--- config.mk ---
export PLATFORM = sky130hd
export DESIGN_NAME = fifo_with_deferred_release
export DESIGN_NICKNAME = d
export VERILOG_FILES = /design/src/rtl/fdr_pkg.sv /design/src/rtl/fdr_mark_store.sv /design/src/rtl/fdr_payload_store.sv /design/src/rtl/fifo_with_deferred_release.sv
export VERILOG_INCLUDE_DIRS = /design/src /design/src/rtl
export SDC_FILE = /design/constraint.sdc
export NUM_CORES = 1
export LEC_CHECK = 0
export ABC_CLOCK_PERIOD_IN_PS = 13600
export BUFFER_PORTS_ARGS = -buffer_cell sky130_fd_sc_hd__buf_4
export CAP_MARGIN = 10
export CELL_PAD_IN_SITES_DETAIL_PLACEMENT = 1
export CELL_PAD_IN_SITES_GLOBAL_PLACEMENT = 1
export CORE_MARGIN = 3
export CORE_UTILIZATION = 55
export CTS_CLUSTER_DIAMETER = 40
export DETAILED_ROUTE_END_ITERATION = 8
export PLACE_DENSITY_LB_ADDON = 0.1
export SKIP_LAST_GASP = 1
export SYNTH_ARGS = -nofsm -noshare
export SYNTH_HDL_FRONTEND = slang
export SYNTH_SLANG_ARGS = --single-unit
--- constraint.sdc ---
create_clock -name clk -period 13.6 [get_ports clk]
set_input_delay 0.68 -clock clk [delete_from_list [all_inputs] [get_ports clk]]
set_output_delay 0.68 -clock clk [all_outputs]
set_load 0.1 [all_outputs]
--- src/rtl/fifo_with_deferred_release_assert.svh ---
// Assertion macros for the deferred-release queue.
`ifndef FIFO_WITH_DEFERRED_RELEASE_ASSERT_SVH
`define FIFO_WITH_DEFERRED_RELEASE_ASSERT_SVH

// A condition that holds at every clock edge out of reset.
`define FDR_ASSERT_ALWAYS(lbl, cond) \
	lbl: assert property (@(posedge clk) disable iff (!arst_n) (cond)) \
		else $error("deferred-release queue assertion failed");

// A consequence that holds in the same cycle as its antecedent.
`define FDR_ASSERT_IMPL(lbl, ante, cons) \
	lbl: assert property (@(posedge clk) disable iff (!arst_n) (ante) |-> (cons)) \
		else $error("deferred-release queue assertion failed");

// A consequence that holds in the cycle after its antecedent.
`define FDR_ASSERT_NEXT(lbl, ante, cons) \
	lbl: assert property (@(posedge clk) disable iff (!arst_n) (ante) |=> (cons)) \
		else $error("deferred-release queue assertion failed");

`endif

--- src/rtl/fdr_pkg.sv ---
// Package with the constants, types and pointer helpers of the deferred-release queue.
`timescale 1ns / 1ps

package fdr_pkg;

	localparam int DEPTH            = 16;
	localparam int DATA_W           = 32;
	localparam int RELEASE_PER_PUSH = 2;

	localparam int PTR_MOD = 2 * DEPTH;
	localparam int PTR_W   = $clog2(PTR_MOD);
	localparam int SLOT_W  = $clog2(DEPTH);
	localparam int CNT_W   = $clog2(RELEASE_PER_PUSH + 1);

	localparam logic [1:0] OP_PUSH   = 2'd0;
	localparam logic [1:0] OP_POP    = 2'd1;
	localparam logic [1:0] OP_COMMIT = 2'd2;

	typedef logic [PTR_W-1:0]  ptr_t;
	typedef logic [SLOT_W-1:0] slot_t;

	typedef struct packed {
		logic [1:0]  operation;
		logic [31:0] push_data;
		logic [3:0]  commit_slot;
	} req_t;

	typedef struct packed {
		logic        push_accepted;
		logic [1:0]  freed_count;
		logic        pop_valid;
		logic [3:0]  pop_slot;
		logic [31:0] pop_data;
	} rsp_t;

	typedef struct packed {
		logic  en;
		slot_t addr;
		logic  val;
	} mark_wr_t;

	typedef struct packed {
		logic              en;
		slot_t             addr;
		logic [DATA_W-1:0] data;
	} payload_wr_t;

	function automatic ptr_t ptr_next(input ptr_t p);
		ptr_t r;
		if (p == PTR_W'(PTR_MOD - 1)) begin
			r = '0;
		end else begin
			r = p + PTR_W'(1);
		end
		return r;
	endfunction

	function automatic slot_t ptr_slot(input ptr_t p);
		ptr_t r;
		if (p >= PTR_W'(DEPTH)) begin
			r = p - PTR_W'(DEPTH);
		end else begin
			r = p;
		end
		return SLOT_W'(r);
	endfunction

	function automatic ptr_t ptr_dist(input ptr_t a, input ptr_t b);
		logic [PTR_W:0] s;
		s = {1'b0, a} + (PTR_W + 1)'(PTR_MOD) - {1'b0, b};
		if (a >= b) begin
			s = {1'b0, a} - {1'b0, b};
		end
		return PTR_W'(s);
	endfunction

endpackage

--- src/rtl/fdr_mark_store.sv ---
// Consumed-mark memory with per-entry valid bits that reset clears.
`timescale 1ns / 1ps

module fdr_mark_store (
	input  logic             clk,
	input  logic             arst_n,
	input  fdr_pkg::mark_wr_t wr,
	input  fdr_pkg::slot_t   raddr,
	output logic             rdata
);

	logic                     mem [fdr_pkg::DEPTH];
	logic [fdr_pkg::DEPTH-1:0] valid_q;
	logic                     mem_rd_q;
	logic                     valid_rd_q;

	always_ff @(posedge clk) begin
		if (wr.en) begin
			mem[wr.addr] <= wr.val;
		end
		mem_rd_q <= mem[raddr];
	end

	always_ff @(posedge clk or negedge arst_n) begin
		if (!arst_n) begin
			valid_q    <= '0;
			valid_rd_q <= 1'b0;
		end else begin
			if (wr.en) begin
				valid_q[wr.addr] <= 1'b1;
			end
			valid_rd_q <= valid_q[raddr];
		end
	end

	assign rdata = valid_rd_q & mem_rd_q;

endmodule

--- src/rtl/fdr_payload_store.sv ---
// Payload memory with one write port and one registered read port.
`timescale 1ns / 1ps

module fdr_payload_store (
	input  logic                       clk,
	input  fdr_pkg::payload_wr_t       wr,
	input  fdr_pkg::slot_t             raddr,
	output logic [fdr_pkg::DATA_W-1:0] rdata
);

	logic [fdr_pkg::DATA_W-1:0] mem [fdr_pkg::DEPTH];
	logic [fdr_pkg::DATA_W-1:0] rd_q;

	always_ff @(posedge clk) begin
		if (wr.en) begin
			mem[wr.addr] <= wr.data;
		end
		rd_q <= mem[raddr];
	end

	assign rdata = rd_q;

endmodule

--- src/rtl/fifo_with_deferred_release.sv ---
// Top level of the deferred-release queue: pointers, sequencer and result register.
`timescale 1ns / 1ps
`include "fifo_with_deferred_release_assert.svh"

// A transaction is taken at a rising edge with start high and busy low; req carries
// the operation (push, pop or commit), the push payload and the slot to commit.
// Exactly one result follows each transaction, shown on rsp while done is high
// for a single cycle. The receiver cannot stall, so the result must be taken then.
// A commit, or an unused operation code, gives its result in the cycle after the
// transaction. A pop reads the payload memory in S_POP, which registers its result.
// A push checks one consumed mark per cycle from the release pointer in S_REL, up
// to two, then appends in S_APPEND, which registers its result; the mark memory's
// single read port sets that pace.
// busy is high from the accepting edge of a push or pop until the result is on
// rsp; other operations leave it low. A new transaction may be taken in the
// cycle that shows the result. Reset clears the pointers and the mark valid bits
// at once, so the queue is empty and every slot unconsumed; no clearing pass is
// needed. The payload memory is not cleared; a pop only returns written data.

module fifo_with_deferred_release (
	input  logic          clk,
	input  logic          arst_n,
	input  logic          start,
	output logic          busy,
	input  fdr_pkg::req_t req,
	output logic          done,
	output fdr_pkg::rsp_t rsp
);

	typedef enum logic [3:0] {
		S_IDLE   = 4'b0001,
		S_REL    = 4'b0010,
		S_APPEND = 4'b0100,
		S_POP    = 4'b1000
	} state_t;

	state_t                     state_q;
	fdr_pkg::ptr_t              wr_q;
	fdr_pkg::ptr_t              rd_q;
	fdr_pkg::ptr_t              rel_q;
	logic [fdr_pkg::CNT_W-1:0]  freed_q;
	logic                       done_q;
	fdr_pkg::rsp_t              rsp_q;
	fdr_pkg::rsp_t              rsp_d;
	logic [fdr_pkg::DATA_W-1:0] data_q;

	logic                       accept;
	fdr_pkg::ptr_t              rel_next;
	fdr_pkg::slot_t             mark_raddr;
	logic                       mark_rdata;
	logic                       can_free;
	logic                       full;
	logic                       not_empty;
	logic                       commit_ok;
	fdr_pkg::ptr_t              cslot_w;
	fdr_pkg::ptr_t              base_w;
	fdr_pkg::ptr_t              off;
	fdr_pkg::mark_wr_t          mark_wr;
	fdr_pkg::payload_wr_t       payload_wr;
	logic [fdr_pkg::DATA_W-1:0] payload_rdata;

	assign accept    = start && (state_q == S_IDLE);
	assign rel_next  = fdr_pkg::ptr_next(rel_q);
	assign can_free  = (rel_q != rd_q) && mark_rdata;
	assign full      = fdr_pkg::ptr_dist(wr_q, rel_q) >= fdr_pkg::PTR_W'(fdr_pkg::DEPTH);
	assign not_empty = rd_q != wr_q;

	always_comb begin
		cslot_w = fdr_pkg::PTR_W'(req.commit_slot);
		base_w  = fdr_pkg::PTR_W'(fdr_pkg::ptr_slot(rel_q));
		if (cslot_w >= base_w) begin
			off = cslot_w - base_w;
		end else begin
			off = cslot_w + fdr_pkg::PTR_W'(fdr_pkg::DEPTH) - base_w;
		end
		commit_ok = (int'(req.commit_slot) < fdr_pkg::DEPTH)
			&& (off < fdr_pkg::ptr_dist(rd_q, rel_q));
	end

	always_comb begin
		mark_raddr = fdr_pkg::ptr_slot(rel_q);
		if (state_q == S_REL) begin
			mark_raddr = fdr_pkg::ptr_slot(rel_next);
		end
	end

	always_comb begin
		mark_wr = '0;
		if (accept && (req.operation == fdr_pkg::OP_COMMIT) && commit_ok) begin
			mark_wr.en   = 1'b1;
			mark_wr.addr = fdr_pkg::SLOT_W'(req.commit_slot);
			mark_wr.val  = 1'b1;
		end else if ((state_q == S_REL) && can_free) begin
			mark_wr.en   = 1'b1;
			mark_wr.addr = fdr_pkg::ptr_slot(rel_q);
			mark_wr.val  = 1'b0;
		end
	end

	always_comb begin
		payload_wr.en   = (state_q == S_APPEND) && !full;
		payload_wr.addr = fdr_pkg::ptr_slot(wr_q);
		payload_wr.data = data_q;
	end

	fdr_mark_store u_marks (
		.clk    (clk),
		.arst_n (arst_n),
		.wr     (mark_wr),
		.raddr  (mark_raddr),
		.rdata  (mark_rdata)
	);

	fdr_payload_store u_payload (
		.clk   (clk),
		.wr    (payload_wr),
		.raddr (fdr_pkg::ptr_slot(rd_q)),
		.rdata (payload_rdata)
	);

	always_ff @(posedge clk or negedge arst_n) begin
		if (!arst_n) begin
			state_q <= S_IDLE;
			wr_q    <= '0;
			rd_q    <= '0;
			rel_q   <= '0;
			freed_q <= '0;
			done_q  <= 1'b0;
		end else begin
			done_q <= 1'b0;
			case (state_q)
				S_IDLE: begin
					if (start) begin
						case (req.operation)
							fdr_pkg::OP_PUSH: begin
								freed_q <= '0;
								state_q <= S_REL;
							end
							fdr_pkg::OP_POP: begin
								state_q <= S_POP;
							end
							default: begin
								done_q <= 1'b1;
							end
						endcase
					end
				end
				S_REL: begin
					if (can_free) begin
						rel_q   <= rel_next;
						freed_q <= freed_q + fdr_pkg::CNT_W'(1);
						if (freed_q == fdr_pkg::CNT_W'(fdr_pkg::RELEASE_PER_PUSH - 1)) begin
							state_q <= S_APPEND;
						end
					end else begin
						state_q <= S_APPEND;
					end
				end
				S_APPEND: begin
					if (!full) begin
						wr_q <= fdr_pkg::ptr_next(wr_q);
					end
					done_q  <= 1'b1;
					state_q <= S_IDLE;
				end
				S_POP: begin
					if (not_empty) begin
						rd_q <= fdr_pkg::ptr_next(rd_q);
					end
					done_q  <= 1'b1;
					state_q <= S_IDLE;
				end
				default: begin
					state_q <= S_IDLE;
				end
			endcase
		end
	end

	always_comb begin
		rsp_d = rsp_q;
		if (accept) begin
			rsp_d = '0;
		end
		if (state_q == S_APPEND) begin
			rsp_d               = '0;
			rsp_d.push_accepted = !full;
			rsp_d.freed_count   = 2'(freed_q);
		end
		if (state_q == S_POP) begin
			rsp_d = '0;
			if (not_empty) begin
				rsp_d.pop_valid = 1'b1;
				rsp_d.pop_slot  = 4'(fdr_pkg::ptr_slot(rd_q));
				rsp_d.pop_data  = 32'(payload_rdata);
			end
		end
	end

	always_ff @(posedge clk) begin
		if (accept) begin
			data_q <= req.push_data;
		end
		rsp_q <= rsp_d;
	end

	assign busy = state_q != S_IDLE;
	assign done = done_q;
	assign rsp  = rsp_q;

	`FDR_ASSERT_IMPL(a_no_result_while_busy, busy, !done)
	`FDR_ASSERT_NEXT(a_accept_answered, start && !busy, busy || done)
	`FDR_ASSERT_ALWAYS(a_pointer_order,
		(fdr_pkg::ptr_dist(rd_q, rel_q) <= fdr_pkg::ptr_dist(wr_q, rel_q))
		&& (fdr_pkg::ptr_dist(wr_q, rel_q) <= fdr_pkg::PTR_W'(fdr_pkg::DEPTH)))
	`FDR_ASSERT_IMPL(a_push_result_from_append, done && rsp.push_accepted,
		$past(state_q == S_APPEND))

endmodule

==> results_tabular.tex, run 1 <==
\begin{tabular}{lr}
\hline
Metric & Value \\
\hline
\multicolumn{2}{l}{\textbf{Pwr}} \\
Power density relative to cell area & 160.2 mW/mm\^{}2 \\
Overall power after layout & 0.004776 W \\
Worst-case vdd ir drop & 118.4 uV \\
Leakage & 9.940 nW \\
\multicolumn{2}{l}{\textbf{Worst setup path}} \\
Arrival time at the worst endpoint & 4.54 ns \\
Number of cells on the worst reg-to-reg path & 15 \\
Worst reg2reg endpoint & u\_marks.mem[7] \\
Reg-to-reg slack, setup & 9.37 ns \\
Nature of the critical path startpoint & flip-flop \\
Type of the setup path with the least slack & flip-flop to flip-flop \\
Max Fanout on Critical Path & 40 \\
Reg-to-Reg Start & rd\_q[0] \\
Type of element capturing the critical path & flip-flop \\
Data required, critical path & 13.91 ns \\
\multicolumn{2}{l}{\textbf{Global route}} \\
Number of global-route vias before repair & 13340 \\
Maximum number of pins on one net before global-route repair & 75 \\
Initial antenna violation count & 0 \\
Overflow left after global routing & 0 \\
Tot GR Track Use & 23.60\% \\
Wire length of the first global-routing pass & 86040 um \\
\multicolumn{2}{l}{\textbf{Synthesis}} \\
Library cell with the highest instance count after synthesis & sky130\_fd\_sc\_hd\_\_edfxtp\_1 \\
Post-Syn Area per Cell & 21.09 um\^{}2 \\
Number of synthesized flops with an enable pin & 597 \\
Total of warnings raised by yosys & 0 \\
Post-synth cell types & 53 \\
Portion of synthesized cell area occupied by the leading cell type & 70.07\% \\
Biggest area consumer among synthesized cells & sky130\_fd\_sc\_hd\_\_edfxtp\_1 \\
Sequential element share of the synthesized area & 76.71\% \\
FF+latch count, synth & 672 \\
Most frequent cells after synthesis & sky130\_fd\_sc\_hd\_\_edfxtp\_1 (597), sky130\_fd\_sc\_hd\_\_mux4\_2 (161), sky130\_fd\_sc\_hd\_\_nand2\_1 (44) \\
Cells after synthesis & 1213 \\
Synthesized netlist net count & 1282 \\
Top FF cell, synth & sky130\_fd\_sc\_hd\_\_edfxtp\_1 \\
Fraction of synthesis flops using an asynchronous set or reset pin & 5.804\% \\
Top cells by area in the synthesized netlist & sky130\_fd\_sc\_hd\_\_edfxtp\_1 (70\%), sky130\_fd\_sc\_hd\_\_mux4\_2 (14\%), sky130\_fd\_sc\_hd\_\_dfrtp\_1 (3.7\%) \\
Cell area after technology mapping & 0.02558 mm\^{}2 \\
\multicolumn{2}{l}{\textbf{Clock network}} \\
Clk root buf & sky130\_fd\_sc\_hd\_\_clkbuf\_16 \\
Number of sinks driven by the clock tree & 672 \\
Clk buf depth & 3 \\
H-tree depth reported by CTS & 3 \\
Hold-fix buffers at CTS & 0 \\
Clock input transition at the sequential cells of the worst setup and hold paths & 0.05 ns \\
CTS buffer count & 85 \\
Setup Buffers After CTS & 0 \\
Clock tree from TritonCTS & built \\
Post-CTS sizing & 0 \\
Clock insertion delay at the later pin of the skew report & 0.62 ns \\
\multicolumn{2}{l}{\textbf{STA}} \\
Setup repair after global routing missed its margin & no \\
Fmax & 0.2363 GHz \\
Rel. slew slack & 21.54\% \\
Clock period minus final worst setup slack & 4.232 ns \\
Setup Skew & 0.03463 ns \\
Portion of the clock cycle consumed by the worst path in the final layout & 31.12\% \\
Final Max Tran Viols & 0 \\
Aggregate negative setup slack & 0 ns \\
Final setup fails & 0 \\
Slew at the pin closest to its max-slew limit & 1.177 ns \\
Hold Violations, Final & 0 \\
\multicolumn{2}{l}{\textbf{Final layout}} \\
Final net count & 1419 \\
Number of diodes & 0 \\
Area growth from synthesis to layout & 16.50\% \\
Share of post-route cells with drive strength above 1 & 30.09\% \\
\multicolumn{2}{l}{\textbf{Detailed routing}} \\
Post-route antenna net violation count & 0 \\
Average vias per placed instance & 6.102 \\
Initial DRC Count & 1194 \\
First-pass iteration count of the detailed router & 5 \\
Detailed Route WL & 56580 um \\
Vias after detailed routing & 12320 \\
Wire length per cell & 28.02 um \\
DRC & 0 \\
\multicolumn{2}{l}{\textbf{Die}} \\
Die Outline Area & 0.04914 mm\^{}2 \\
Ports & 83 \\
Vert. Die Dim & 221.7 um \\
Area of the core & 0.04567 mm\^{}2 \\
Starting Density & 56.02\% \\
Width of the die & 221.7 um \\
Number of placement rows & 78 \\
\multicolumn{2}{l}{\textbf{Placed design}} \\
Weighted congestion reported at the end of routability-driven placement & 0.7602 \\
Number of buffers added on ports & 82 \\
Sum of net half-perimeters after detailed placement & 29190 um \\
\multicolumn{2}{l}{\textbf{Run status}} \\
Outcome & completed \\
\multicolumn{2}{l}{\textbf{Hold path}} \\
Path type of the worst min-delay path & input pin to asynchronous set/reset pin \\
\multicolumn{2}{l}{\textbf{Run}} \\
\# Max-Cap Violations & 0 \\
\hline
\end{tabular}
-- through the flow --
step | setup WS (ns) | cells | util (%) | hold WS (ns) | cell area, um^2
6_report | 9.368 | 2019 | 65.26 | 0.07765 | 29810
2_1_floorplan | 8.821 | 1213 | - | 0.3844 | 25580
3_3_place_gp | 9.507 | 1863 | 58.98 | 0.4392 | 26940
5_1_grt | 8.993 | 2019 | 65.26 | 0.09800 | 29810
4_1_cts | 9.338 | 2019 | 65.26 | 0.07280 | 29810
3_5_place_dp | 9.349 | 1863 | 58.98 | 0.4597 | 26940
-- cell type report --
cell class	count	area (um^2)
Clock buffer	99	2232
Multi-Input combinational cell	471	5724
Sequential cell	672	19630
Fill cell	3701	15870
Tap cell	600	750.7
Clock inverter	57	635.6
Timing Repair Buffer	101	758.2
Inverter	19	71.32
-- power breakdown --
| group | switching [W] | internal [W] | total (W) |
|---|---|---|---|
| combinational | 0.000124 | 0.0000757 | 0.000200 |
| sequential | 0.0000431 | 0.00229 | 0.00233 |
| clock | 0.000869 | 0.00138 | 0.00225 |
| total | 0.00104 | 0.00374 | 0.00478 |
-- cells in the final DEF (no fill, tap or decap), drive strengths merged, types with 2 or more instances in the layout --
cell	instances
mux2	4
fa	2
o22ai	2
nor2b	3
a31oi	2
o22a	2
and3	18
xor2	10
o31ai	3
buf	101
ha	26
nor3b	3
edfxtp	597
and2	39
clkinvlp	8
mux4	161
nand2b	7
a32oi	8
nor3	7
nor2	36
o21bai	8
nand2	44
o21ai	21
or2	9
inv	27
a21o	5
clkinv	31
a21oi	18
nand3	3
clkbuf	99
bufinv	10
dfxtp	36
mux2i	7
dfrtp	38
xnor2	2
a2111oi	4
o32ai	2
o32a	2
-- critical path: stages, from the launching register on --
cell                       delay [ns]
sky130_fd_sc_hd__dfrtp_4         0.76
sky130_fd_sc_hd__inv_1           0.21
sky130_fd_sc_hd__ha_1            0.16
sky130_fd_sc_hd__inv_1           0.06
sky130_fd_sc_hd__fa_1            0.41
sky130_fd_sc_hd__a21o_1          0.20
sky130_fd_sc_hd__a21oi_1         0.17
sky130_fd_sc_hd__xor2_1          0.21
sky130_fd_sc_hd__ha_1            0.27
sky130_fd_sc_hd__nand2_1         0.08
sky130_fd_sc_hd__nand4b_1        0.15
sky130_fd_sc_hd__a21o_1          0.27
sky130_fd_sc_hd__inv_1           0.42
sky130_fd_sc_hd__nand2_1         0.10
sky130_fd_sc_hd__o22a_1          0.30
sky130_fd_sc_hd__nor2_1          0.16
-- kinds of logic (layout without fill, tap and decap cells) --
| kind of cell | count (synthesis) | count (layout) | share of synthesized area (%) |
|---|---|---|---|
| muxes | 172 | 172 | 14.62 |
| AOI/OAI and AO/OA | 83 | 83 | 2.235 |
| xor gates and xnor gates | 12 | 12 | 0.4108 |
| buffers and inverters | 70 | 276 | 1.047 |
| adders and majority gates | 28 | 28 | 1.428 |
| DFF | 672 | 672 | 76.71 |
| and+or+nand+nor | 176 | 176 | 3.550 |
-- how the worst max path moves through the flow --
stage | startpoint | to | slack (ns)
CTS | rd_q[0] | u_marks.mem[7] | 9.34
finish | rd_q[0] | u_marks.mem[7] | 9.37
detailed placement | rd_q[0] | u_marks.mem[7] | 9.35
global placement | rd_q[0] | u_marks.mem[5] | 9.51
floorplan | rel_q[1] | u_payload.mem[3][0] | 8.82
global route | rd_q[0] | u_marks.mem[7] | 8.99
-- sequential cells by signal (all words and copies together) (netlist names) --
signal	flops
u_marks.mem	16
u_marks.valid_q	16
rsp	40
rd_q	5
data_q	32
state_q	4
u_payload.rdata	32
wr_q	5
u_marks.mem_rd_q	1
rel_q	5
u_marks.valid_rd_q	1
freed_q	2
u_payload.mem	512
done	1
-- metal layers --
metal	share of wire (%)	GRT usage, %	up-vias
li1	-	-	5248
met3	5.0	3.892	65
met2	52	40.05	362
met4	1.8	6.543	0
met1	42	32.33	6645
met5	0	0	-
No activity file was read; power rests on OpenSTA's default activity.
==> run 2, diff against run 1 <==
--- a/config.mk
+++ b/config.mk
@@ -6,13 +6,13 @@
 export SDC_FILE = /design/constraint.sdc
 export NUM_CORES = 1
 export LEC_CHECK = 0
-export ABC_CLOCK_PERIOD_IN_PS = 13600
+export ABC_CLOCK_PERIOD_IN_PS = 3700
 export BUFFER_PORTS_ARGS = -buffer_cell sky130_fd_sc_hd__buf_4
 export CAP_MARGIN = 10
 export CELL_PAD_IN_SITES_DETAIL_PLACEMENT = 1
 export CELL_PAD_IN_SITES_GLOBAL_PLACEMENT = 1
 export CORE_MARGIN = 3
-export CORE_UTILIZATION = 55
+export CORE_UTILIZATION = 49
 export CTS_CLUSTER_DIAMETER = 40
 export DETAILED_ROUTE_END_ITERATION = 8
 export PLACE_DENSITY_LB_ADDON = 0.1
==> constraint.sdc (replaced) <==
create_clock -name clk -period 3.7 [get_ports clk]
set_input_delay 0.185 -clock clk [delete_from_list [all_inputs] [get_ports clk]]
set_output_delay 0.185 -clock clk [all_outputs]
set_load 0.1 [all_outputs]
==> run 2 against run 1 <==
Against the previous run: cell area increased by 4.5%; largest power group is now the clock network; utilization fell by 4.8 points; worst setup slack worse by 9.1 ns.
==> results_tabular.tex, run 2 (same netlist as run 1, synthesis figures left out) <==
\begin{tabular}{lr}
\hline
Metric & Value \\
\hline
\multicolumn{2}{l}{\textbf{Worst setup path}} \\
Reg-to-Reg Start & rd\_q[0] \\
Nature of the critical path startpoint & flip-flop \\
Worst reg2reg endpoint & u\_marks.mem[3] \\
Arrival time at the worst endpoint & 3.79 ns \\
Reg-to-reg slack, setup & 0.24 ns \\
Type of element capturing the critical path & flip-flop \\
Number of cells on the worst reg-to-reg path & 13 \\
Data required, critical path & 4.03 ns \\
Max Fanout on Critical Path & 5 \\
Type of the setup path with the least slack & flip-flop to flip-flop \\
\multicolumn{2}{l}{\textbf{Clock network}} \\
H-tree depth reported by CTS & 3 \\
Clk root buf & sky130\_fd\_sc\_hd\_\_clkbuf\_16 \\
Clock insertion delay at the later pin of the skew report & 0.64 ns \\
Setup Buffers After CTS & 0 \\
Number of sinks driven by the clock tree & 672 \\
Clk buf depth & 3 \\
Clock input transition at the sequential cells of the worst setup and hold paths & 0.05 ns \\
Clock tree from TritonCTS & built \\
CTS buffer count & 95 \\
\multicolumn{2}{l}{\textbf{Final layout}} \\
Commonest non-fill, non-tap cell in the layout & sky130\_fd\_sc\_hd\_\_edfxtp\_1 \\
Leading cell types in the layout, fill and taps excluded & sky130\_fd\_sc\_hd\_\_edfxtp\_1 (597), sky130\_fd\_sc\_hd\_\_mux4\_2 (161), sky130\_fd\_sc\_hd\_\_buf\_4 (104) \\
Register Area & 0.01963 mm\^{}2 \\
Count of fill cells added during filler insertion & 4345 \\
Filler-free cell count of the finished design & 2186 \\
Final net count & 1492 \\
Area growth from synthesis to layout & 21.79\% \\
Number of diodes & 0 \\
Final core occ & 60.49\% \\
Number of flip-flops in the largest register & 512 \\
Area used by multi-input combinational logic & 0.005746 mm\^{}2 \\
Share of post-route cells with drive strength above 1 & 32.07\% \\
Top reg by flops & u\_payload.mem \\
\multicolumn{2}{l}{\textbf{Pwr}} \\
Worst-case vdd ir drop & 411.7 uV \\
Register share of total power & 46.5\% \\
Overall power after layout & 0.01836 W \\
Switching Share & 22.42\% \\
Net switching power & 0.004117 W \\
Relative contribution of the clock network to total power & 49.2\% \\
Power density relative to cell area & 589.3 mW/mm\^{}2 \\
Share of total power in combinational logic & 4.3\% \\
Leakage & 10.46 nW \\
Int Power & 0.01424 W \\
\multicolumn{2}{l}{\textbf{Detailed routing}} \\
Wire length per cell & 27.11 um \\
DRC & 0 \\
First-pass iteration count of the detailed router & 5 \\
Average vias per placed instance & 5.751 \\
Post-route antenna net violation count & 0 \\
Initial DRC Count & 1063 \\
Vias after detailed routing & 12570 \\
Detailed Route WL & 59260 um \\
\multicolumn{2}{l}{\textbf{Run status}} \\
Outcome & completed \\
\multicolumn{2}{l}{\textbf{Hold path}} \\
Hold Path End & u\_marks.valid\_q[12] \\
Path type of the worst min-delay path & input pin to flip-flop \\
Hold\_sp & req[0] \\
Worst Hold Path Cells & 4 \\
\multicolumn{2}{l}{\textbf{Global route}} \\
Maximum number of pins on one net before global-route repair & 134 \\
Wire length of the first global-routing pass & 88940 um \\
Initial antenna violation count & 1 \\
Overflow left after global routing & 0 \\
Tot GR Track Use & 22.49\% \\
Number of global-route vias before repair & 13590 \\
\multicolumn{2}{l}{\textbf{Placed design}} \\
Number of instances in the placed design & 1969 \\
Weighted congestion reported at the end of routability-driven placement & 0.7693 \\
Number of buffers added on ports & 82 \\
Sum of net half-perimeters after detailed placement & 31320 um \\
\multicolumn{2}{l}{\textbf{STA}} \\
Final Max Tran Viols & 0 \\
Hold Violations, Final & 0 \\
Rel. slew slack & 35.31\% \\
Final setup fails & 0 \\
Fmax & 0.2886 GHz \\
Portion of the clock cycle consumed by the worst path in the final layout & 93.64\% \\
Setup Skew & 0.01820 ns \\
Slew at the pin closest to its max-slew limit & 0.9703 ns \\
Setup repair after global routing missed its margin & no \\
Clock period minus final worst setup slack & 3.465 ns \\
Aggregate negative setup slack & 0 ns \\
\multicolumn{2}{l}{\textbf{Die}} \\
Die Outline Area & 0.05499 mm\^{}2 \\
Area of the core & 0.05151 mm\^{}2 \\
Number of placement rows & 83 \\
Ports & 83 \\
Width of the die & 234.5 um \\
Starting Density & 49.67\% \\
Vert. Die Dim & 234.5 um \\
\multicolumn{2}{l}{\textbf{Run}} \\
\# Max-Cap Violations & 0 \\
\hline
\end{tabular}
## run 2: changes by cell type in the layout (fill, tap and decap cells not counted), sizes merged
cell	before	now
dlygate4sd3	0	37
buf	101	127
clkbuf	99	110
clkinvlp	8	16
inv	27	34
bufinv	10	8
## run 2: power groups by stage
stage          Sequential (W)  Clock [W]  Combinational [W]
4_1_cts               0.00854    0.00922           0.000809
6_report              0.00853    0.00903           0.000795
3_3_place_gp          0.00868          0           0.000768
3_5_place_dp          0.00869          0           0.000774
5_1_grt               0.00855    0.00958           0.000849
2_1_floorplan         0.00885          0           0.000352
## run 2: worst max path at each step
| stage | start | cells after the start | end |
|---|---|---|---|
| floorplan | rel_q[1] | 8 | u_payload.mem[11][0] |
| global placement | rd_q[0] | 14 | u_marks.mem[8] |
| detailed placement | rd_q[0] | 13 | u_marks.mem[1] |
| CTS | rd_q[0] | 13 | u_marks.mem[1] |
| global route | rd_q[0] | 12 | u_marks.valid_q[11] |
| finish | rd_q[0] | 13 | u_marks.mem[3] |
## run 2: cell type report
| cell class | instances | area share [%] |
|---|---|---|
| clock inverters | 70 | 2.337 |
| repair buffers | 164 | 5.172 |
| multi-input cells | 471 | 18.44 |
| flip-flops and latches | 672 | 63.01 |
| well taps | 680 | 2.731 |
| clock buffers | 110 | 8.079 |
| inverters | 19 | 0.2289 |
## run 2: worst max-delay path, stage by stage (launching register included)
cell	delay (ns)
sky130_fd_sc_hd__dfrtp_4	0.46
sky130_fd_sc_hd__inv_1	0.09
sky130_fd_sc_hd__ha_1	0.15
sky130_fd_sc_hd__inv_1	0.06
sky130_fd_sc_hd__fa_1	0.41
sky130_fd_sc_hd__a21o_1	0.20
sky130_fd_sc_hd__a21oi_1	0.17
sky130_fd_sc_hd__xor2_1	0.09
sky130_fd_sc_hd__ha_1	0.20
sky130_fd_sc_hd__nor3b_1	0.21
sky130_fd_sc_hd__nand4b_1	0.20
sky130_fd_sc_hd__a21o_1	0.27
sky130_fd_sc_hd__o32a_1	0.46
sky130_fd_sc_hd__nor2_1	0.20
## run 2: stage by stage
step | cell area, um^2 | worst slack (ns) | hold WS (ns)
floorplan | 25600 | -0.1227 | -0.1106
finish | 31160 | 0.2355 | 0.04838
CTS | 31150 | 0.2307 | 0.01774
detailed placement | 27530 | 0.2369 | 0.2125
global placement | 27530 | 0.3368 | 0.2153
global route | 31160 | 0.007407 | 0.07497
## run 2: timing repair
| item | 4_1_cts | 5_1_grt |
|---|---|---|
| hold endpoints to repair | 77 | 0 |
| setup endpoints to repair | 0 | 10 |
| hold buffers | 37 | 0 |
| gates resized for setup | 0 | 3 |
## run 2: routing by layer
| layer | up-vias | track usage [%] | part of all wire (%) | routed length [um] |
|---|---|---|---|---|
| met4 | 0 | 7.091 | 2.0 | 1214 |
| met2 | 357 | 37.49 | 51 | 30120 |
| met1 | 6718 | 30.91 | 42 | 24940 |
| met5 | - | 0 | 0 | 0 |
| met3 | 80 | 3.558 | 5.0 | 2981 |
| li1 | 5417 | - | - | - |
==> run 3, diff against run 2 <==
--- a/config.mk
+++ b/config.mk
@@ -8,13 +8,14 @@
 export LEC_CHECK = 0
 export ABC_CLOCK_PERIOD_IN_PS = 3700
 export BUFFER_PORTS_ARGS = -buffer_cell sky130_fd_sc_hd__buf_4
-export CAP_MARGIN = 10
+export CAP_MARGIN = 20
 export CELL_PAD_IN_SITES_DETAIL_PLACEMENT = 1
 export CELL_PAD_IN_SITES_GLOBAL_PLACEMENT = 1
 export CORE_MARGIN = 3
 export CORE_UTILIZATION = 49
 export CTS_CLUSTER_DIAMETER = 40
 export DETAILED_ROUTE_END_ITERATION = 8
+export GPL_TIMING_DRIVEN = 0
 export PLACE_DENSITY_LB_ADDON = 0.1
 export SKIP_LAST_GASP = 1
 export SYNTH_ARGS = -nofsm -noshare
==> run 3 against run 2 <==
Against the previous run: fmax down 1.5%; sequential power about the same; clock power up 2%.
==> results_tabular.tex, run 3 (same netlist as run 1, synthesis figures left out) <==
\begin{tabular}{lr}
\hline
Metric & Value \\
\hline
\multicolumn{2}{l}{\textbf{Run status}} \\
Outcome & completed \\
\multicolumn{2}{l}{\textbf{Global route}} \\
Maximum number of pins on one net before global-route repair & 40 \\
Wire length of the first global-routing pass & 90760 um \\
Tot GR Track Use & 23.15\% \\
Number of global-route vias before repair & 13700 \\
Overflow left after global routing & 0 \\
Initial antenna violation count & 0 \\
\multicolumn{2}{l}{\textbf{Final layout}} \\
Final net count & 1559 \\
Leading cell types in the layout, fill and taps excluded & sky130\_fd\_sc\_hd\_\_edfxtp\_1 (597), sky130\_fd\_sc\_hd\_\_mux4\_2 (161), sky130\_fd\_sc\_hd\_\_buf\_4 (103) \\
Share of post-route cells with drive strength above 1 & 34.05\% \\
Area growth from synthesis to layout & 24.67\% \\
Fin area & 0.03190 mm\^{}2 \\
Commonest non-fill, non-tap cell in the layout & sky130\_fd\_sc\_hd\_\_edfxtp\_1 \\
Filler-free cell count of the finished design & 2255 \\
Top reg by flops & u\_payload.mem \\
Number of flip-flops in the largest register & 512 \\
\multicolumn{2}{l}{\textbf{Detailed routing}} \\
Wire length per cell & 27.19 um \\
Post-route antenna net violation count & 0 \\
Average vias per placed instance & 5.715 \\
DRC & 0 \\
Initial DRC Count & 1201 \\
Detailed Route WL & 61320 um \\
First-pass iteration count of the detailed router & 5 \\
Vias after detailed routing & 12890 \\
\multicolumn{2}{l}{\textbf{STA}} \\
Setup Skew & 0.04062 ns \\
Final setup fails & 0 \\
Slew at the pin closest to its max-slew limit & 1.098 ns \\
Final Max Tran Viols & 0 \\
Hold Violations, Final & 0 \\
Portion of the clock cycle consumed by the worst path in the final layout & 95.05\% \\
Clock period minus final worst setup slack & 3.517 ns \\
Fmax & 0.2843 GHz \\
Final critical-path setup slack & 0.1831 ns \\
Aggregate negative setup slack & 0 ns \\
Rel. slew slack & 26.83\% \\
Setup repair after global routing missed its margin & no \\
\multicolumn{2}{l}{\textbf{Placed design}} \\
Pre-CTS setup slack & -1.272 ns \\
Number of buffers added on ports & 82 \\
Sum of net half-perimeters after detailed placement & 36830 um \\
Weighted congestion reported at the end of routability-driven placement & 0.7650 \\
Number of instances in the placed design & 2001 \\
Post-Place Cell Area & 0.02762 mm\^{}2 \\
\multicolumn{2}{l}{\textbf{Die}} \\
Die Outline Area & 0.05499 mm\^{}2 \\
Width of the die & 234.5 um \\
Ports & 83 \\
Number of placement rows & 83 \\
Area of the core & 0.05151 mm\^{}2 \\
Vert. Die Dim & 234.5 um \\
Starting Density & 49.67\% \\
\multicolumn{2}{l}{\textbf{Pwr}} \\
Switching Share & 22.48\% \\
Relative contribution of the clock network to total power & 49.4\% \\
Int Power & 0.01445 W \\
Overall power after layout & 0.01865 W \\
Worst-case vdd ir drop & 421.6 uV \\
Leakage & 10.74 nW \\
Net switching power & 0.004193 W \\
Register share of total power & 45.8\% \\
Share of total power in combinational logic & 4.8\% \\
Power density relative to cell area & 584.6 mW/mm\^{}2 \\
\multicolumn{2}{l}{\textbf{Clock network}} \\
H-tree depth reported by CTS & 3 \\
Clk root buf & sky130\_fd\_sc\_hd\_\_clkbuf\_16 \\
Number of sinks driven by the clock tree & 672 \\
CTS buffer count & 97 \\
Clock tree from TritonCTS & built \\
Clock input transition at the sequential cells of the worst setup and hold paths & 0.06 ns \\
Clk buf depth & 3 \\
Clock insertion delay at the later pin of the skew report & 0.64 ns \\
\multicolumn{2}{l}{\textbf{Worst setup path}} \\
Type of element capturing the critical path & flip-flop \\
Reg-to-Reg Start & rd\_q[0] \\
Critical path's top delay family & compound AO/OA/AOI/OAI gates \\
Data required, critical path & 4.05 ns \\
Worst reg2reg endpoint & u\_marks.mem[10] \\
Number of cells on the worst reg-to-reg path & 14 \\
Arrival time at the worst endpoint & 3.86 ns \\
Type of the setup path with the least slack & flip-flop to flip-flop \\
Nature of the critical path startpoint & flip-flop \\
Max Fanout on Critical Path & 14 \\
Slowest stage cell on the critical path & sky130\_fd\_sc\_hd\_\_dfrtp\_2 \\
Crit path buf inv count & 3 \\
Sequence of cells on the critical path & clkbuf\_16 -> inv\_2 -> ha\_1 -> inv\_1 -> fa\_2 -> a21o\_1 -> a21oi\_2 -> xor2\_1 -> ha\_1 -> nand2\_1 -> nand4b\_1 -> a21o\_4 -> o32a\_4 -> nor2\_2 \\
Reg-to-reg slack, setup & 0.18 ns \\
Worst path max stage delay & 0.45 ns \\
Cell mode on critical path & sky130\_fd\_sc\_hd\_\_ha\_1 \\
\multicolumn{2}{l}{\textbf{Run}} \\
\# Max-Cap Violations & 0 \\
\multicolumn{2}{l}{\textbf{Hold path}} \\
Path type of the worst min-delay path & input pin to asynchronous set/reset pin \\
\hline
\end{tabular}
==> run 3: changes by cell type in the layout (fill, tap and decap cells not counted), moves of 6 or more <==
cell	before	now
sky130_fd_sc_hd__clkbuf_1	10	37
sky130_fd_sc_hd__clkinvlp_4	16	10
sky130_fd_sc_hd__nor2_2	0	12
sky130_fd_sc_hd__and3_2	14	1
sky130_fd_sc_hd__buf_8	0	9
sky130_fd_sc_hd__buf_1	0	14
sky130_fd_sc_hd__and3_4	0	13
sky130_fd_sc_hd__nor2_1	36	23
==> run 3: final cells by class <==
type / instances / area [um^2]
Sequential cell: 672 / 19630
Fill cell: 4331 / 19610
Multi-Input combinational cell: 471 / 5947
Clock buffer: 112 / 2555
Timing Repair Buffer: 180 / 1858
Tap cell: 680 / 850.8
Clock inverter: 71 / 770.7
Buffer: 49 / 212.7
Inverter: 19 / 73.82
Antenna cell: 1 / 2.502
==> run 3: power by group through the flow <==
stage          Combinational [W]  Sequential (W)  Clock, W
2_1_floorplan           0.000352         0.00885         0
3_3_place_gp            0.000787         0.00868         0
3_5_place_dp            0.000814         0.00869         0
6_report                0.000893         0.00853   0.00922
5_1_grt                 0.000949         0.00855   0.00977
4_1_cts                 0.000866         0.00854   0.00939
==> run 3: through the flow <==
| step | util, % | hold WS, ns |
|---|---|---|
| 4_1_cts | 61.41 | 0.01694 |
| 2_1_floorplan | - | -0.1106 |
| 3_5_place_dp | 53.61 | 0.2150 |
| 3_3_place_gp | 52.54 | 0.2092 |
| 6_report | 61.92 | 0.06637 |
| 5_1_grt | 61.92 | 0.05868 |
==> run 3: layer usage <==
metal  track usage (%)  share of wire, %
met3             4.368               5.3
met5                 0                 0
met4             7.015               2.0
met1             32.42                43
met2             37.55                50
==> run 3: how the worst max path moves through the flow <==
| stage | startpoint | to | depth (start not counted) |
|---|---|---|---|
| after floorplan | rel_q[1] | u_payload.mem[11][0] | 8 |
| after global placement | rel_q[1] | u_payload.mem[11][8] | 8 |
| after detailed placement | rd_q[0] | u_marks.mem[4] | 18 |
| after CTS | rd_q[0] | u_marks.mem[4] | 16 |
| after global routing | rel_q[1] | u_payload.mem[11][8] | 10 |
| final | rd_q[0] | u_marks.mem[10] | 14 |
==> run 3: repair_timing <==
item                       4_1_cts  5_1_grt
cloned                           0        0
setup buffers                   11       12
resized for setup               53       13
hold endpoints to repair        81        0
pin swaps                        9        8
setup endpoints to repair      231      369
hold buffers                    39        0
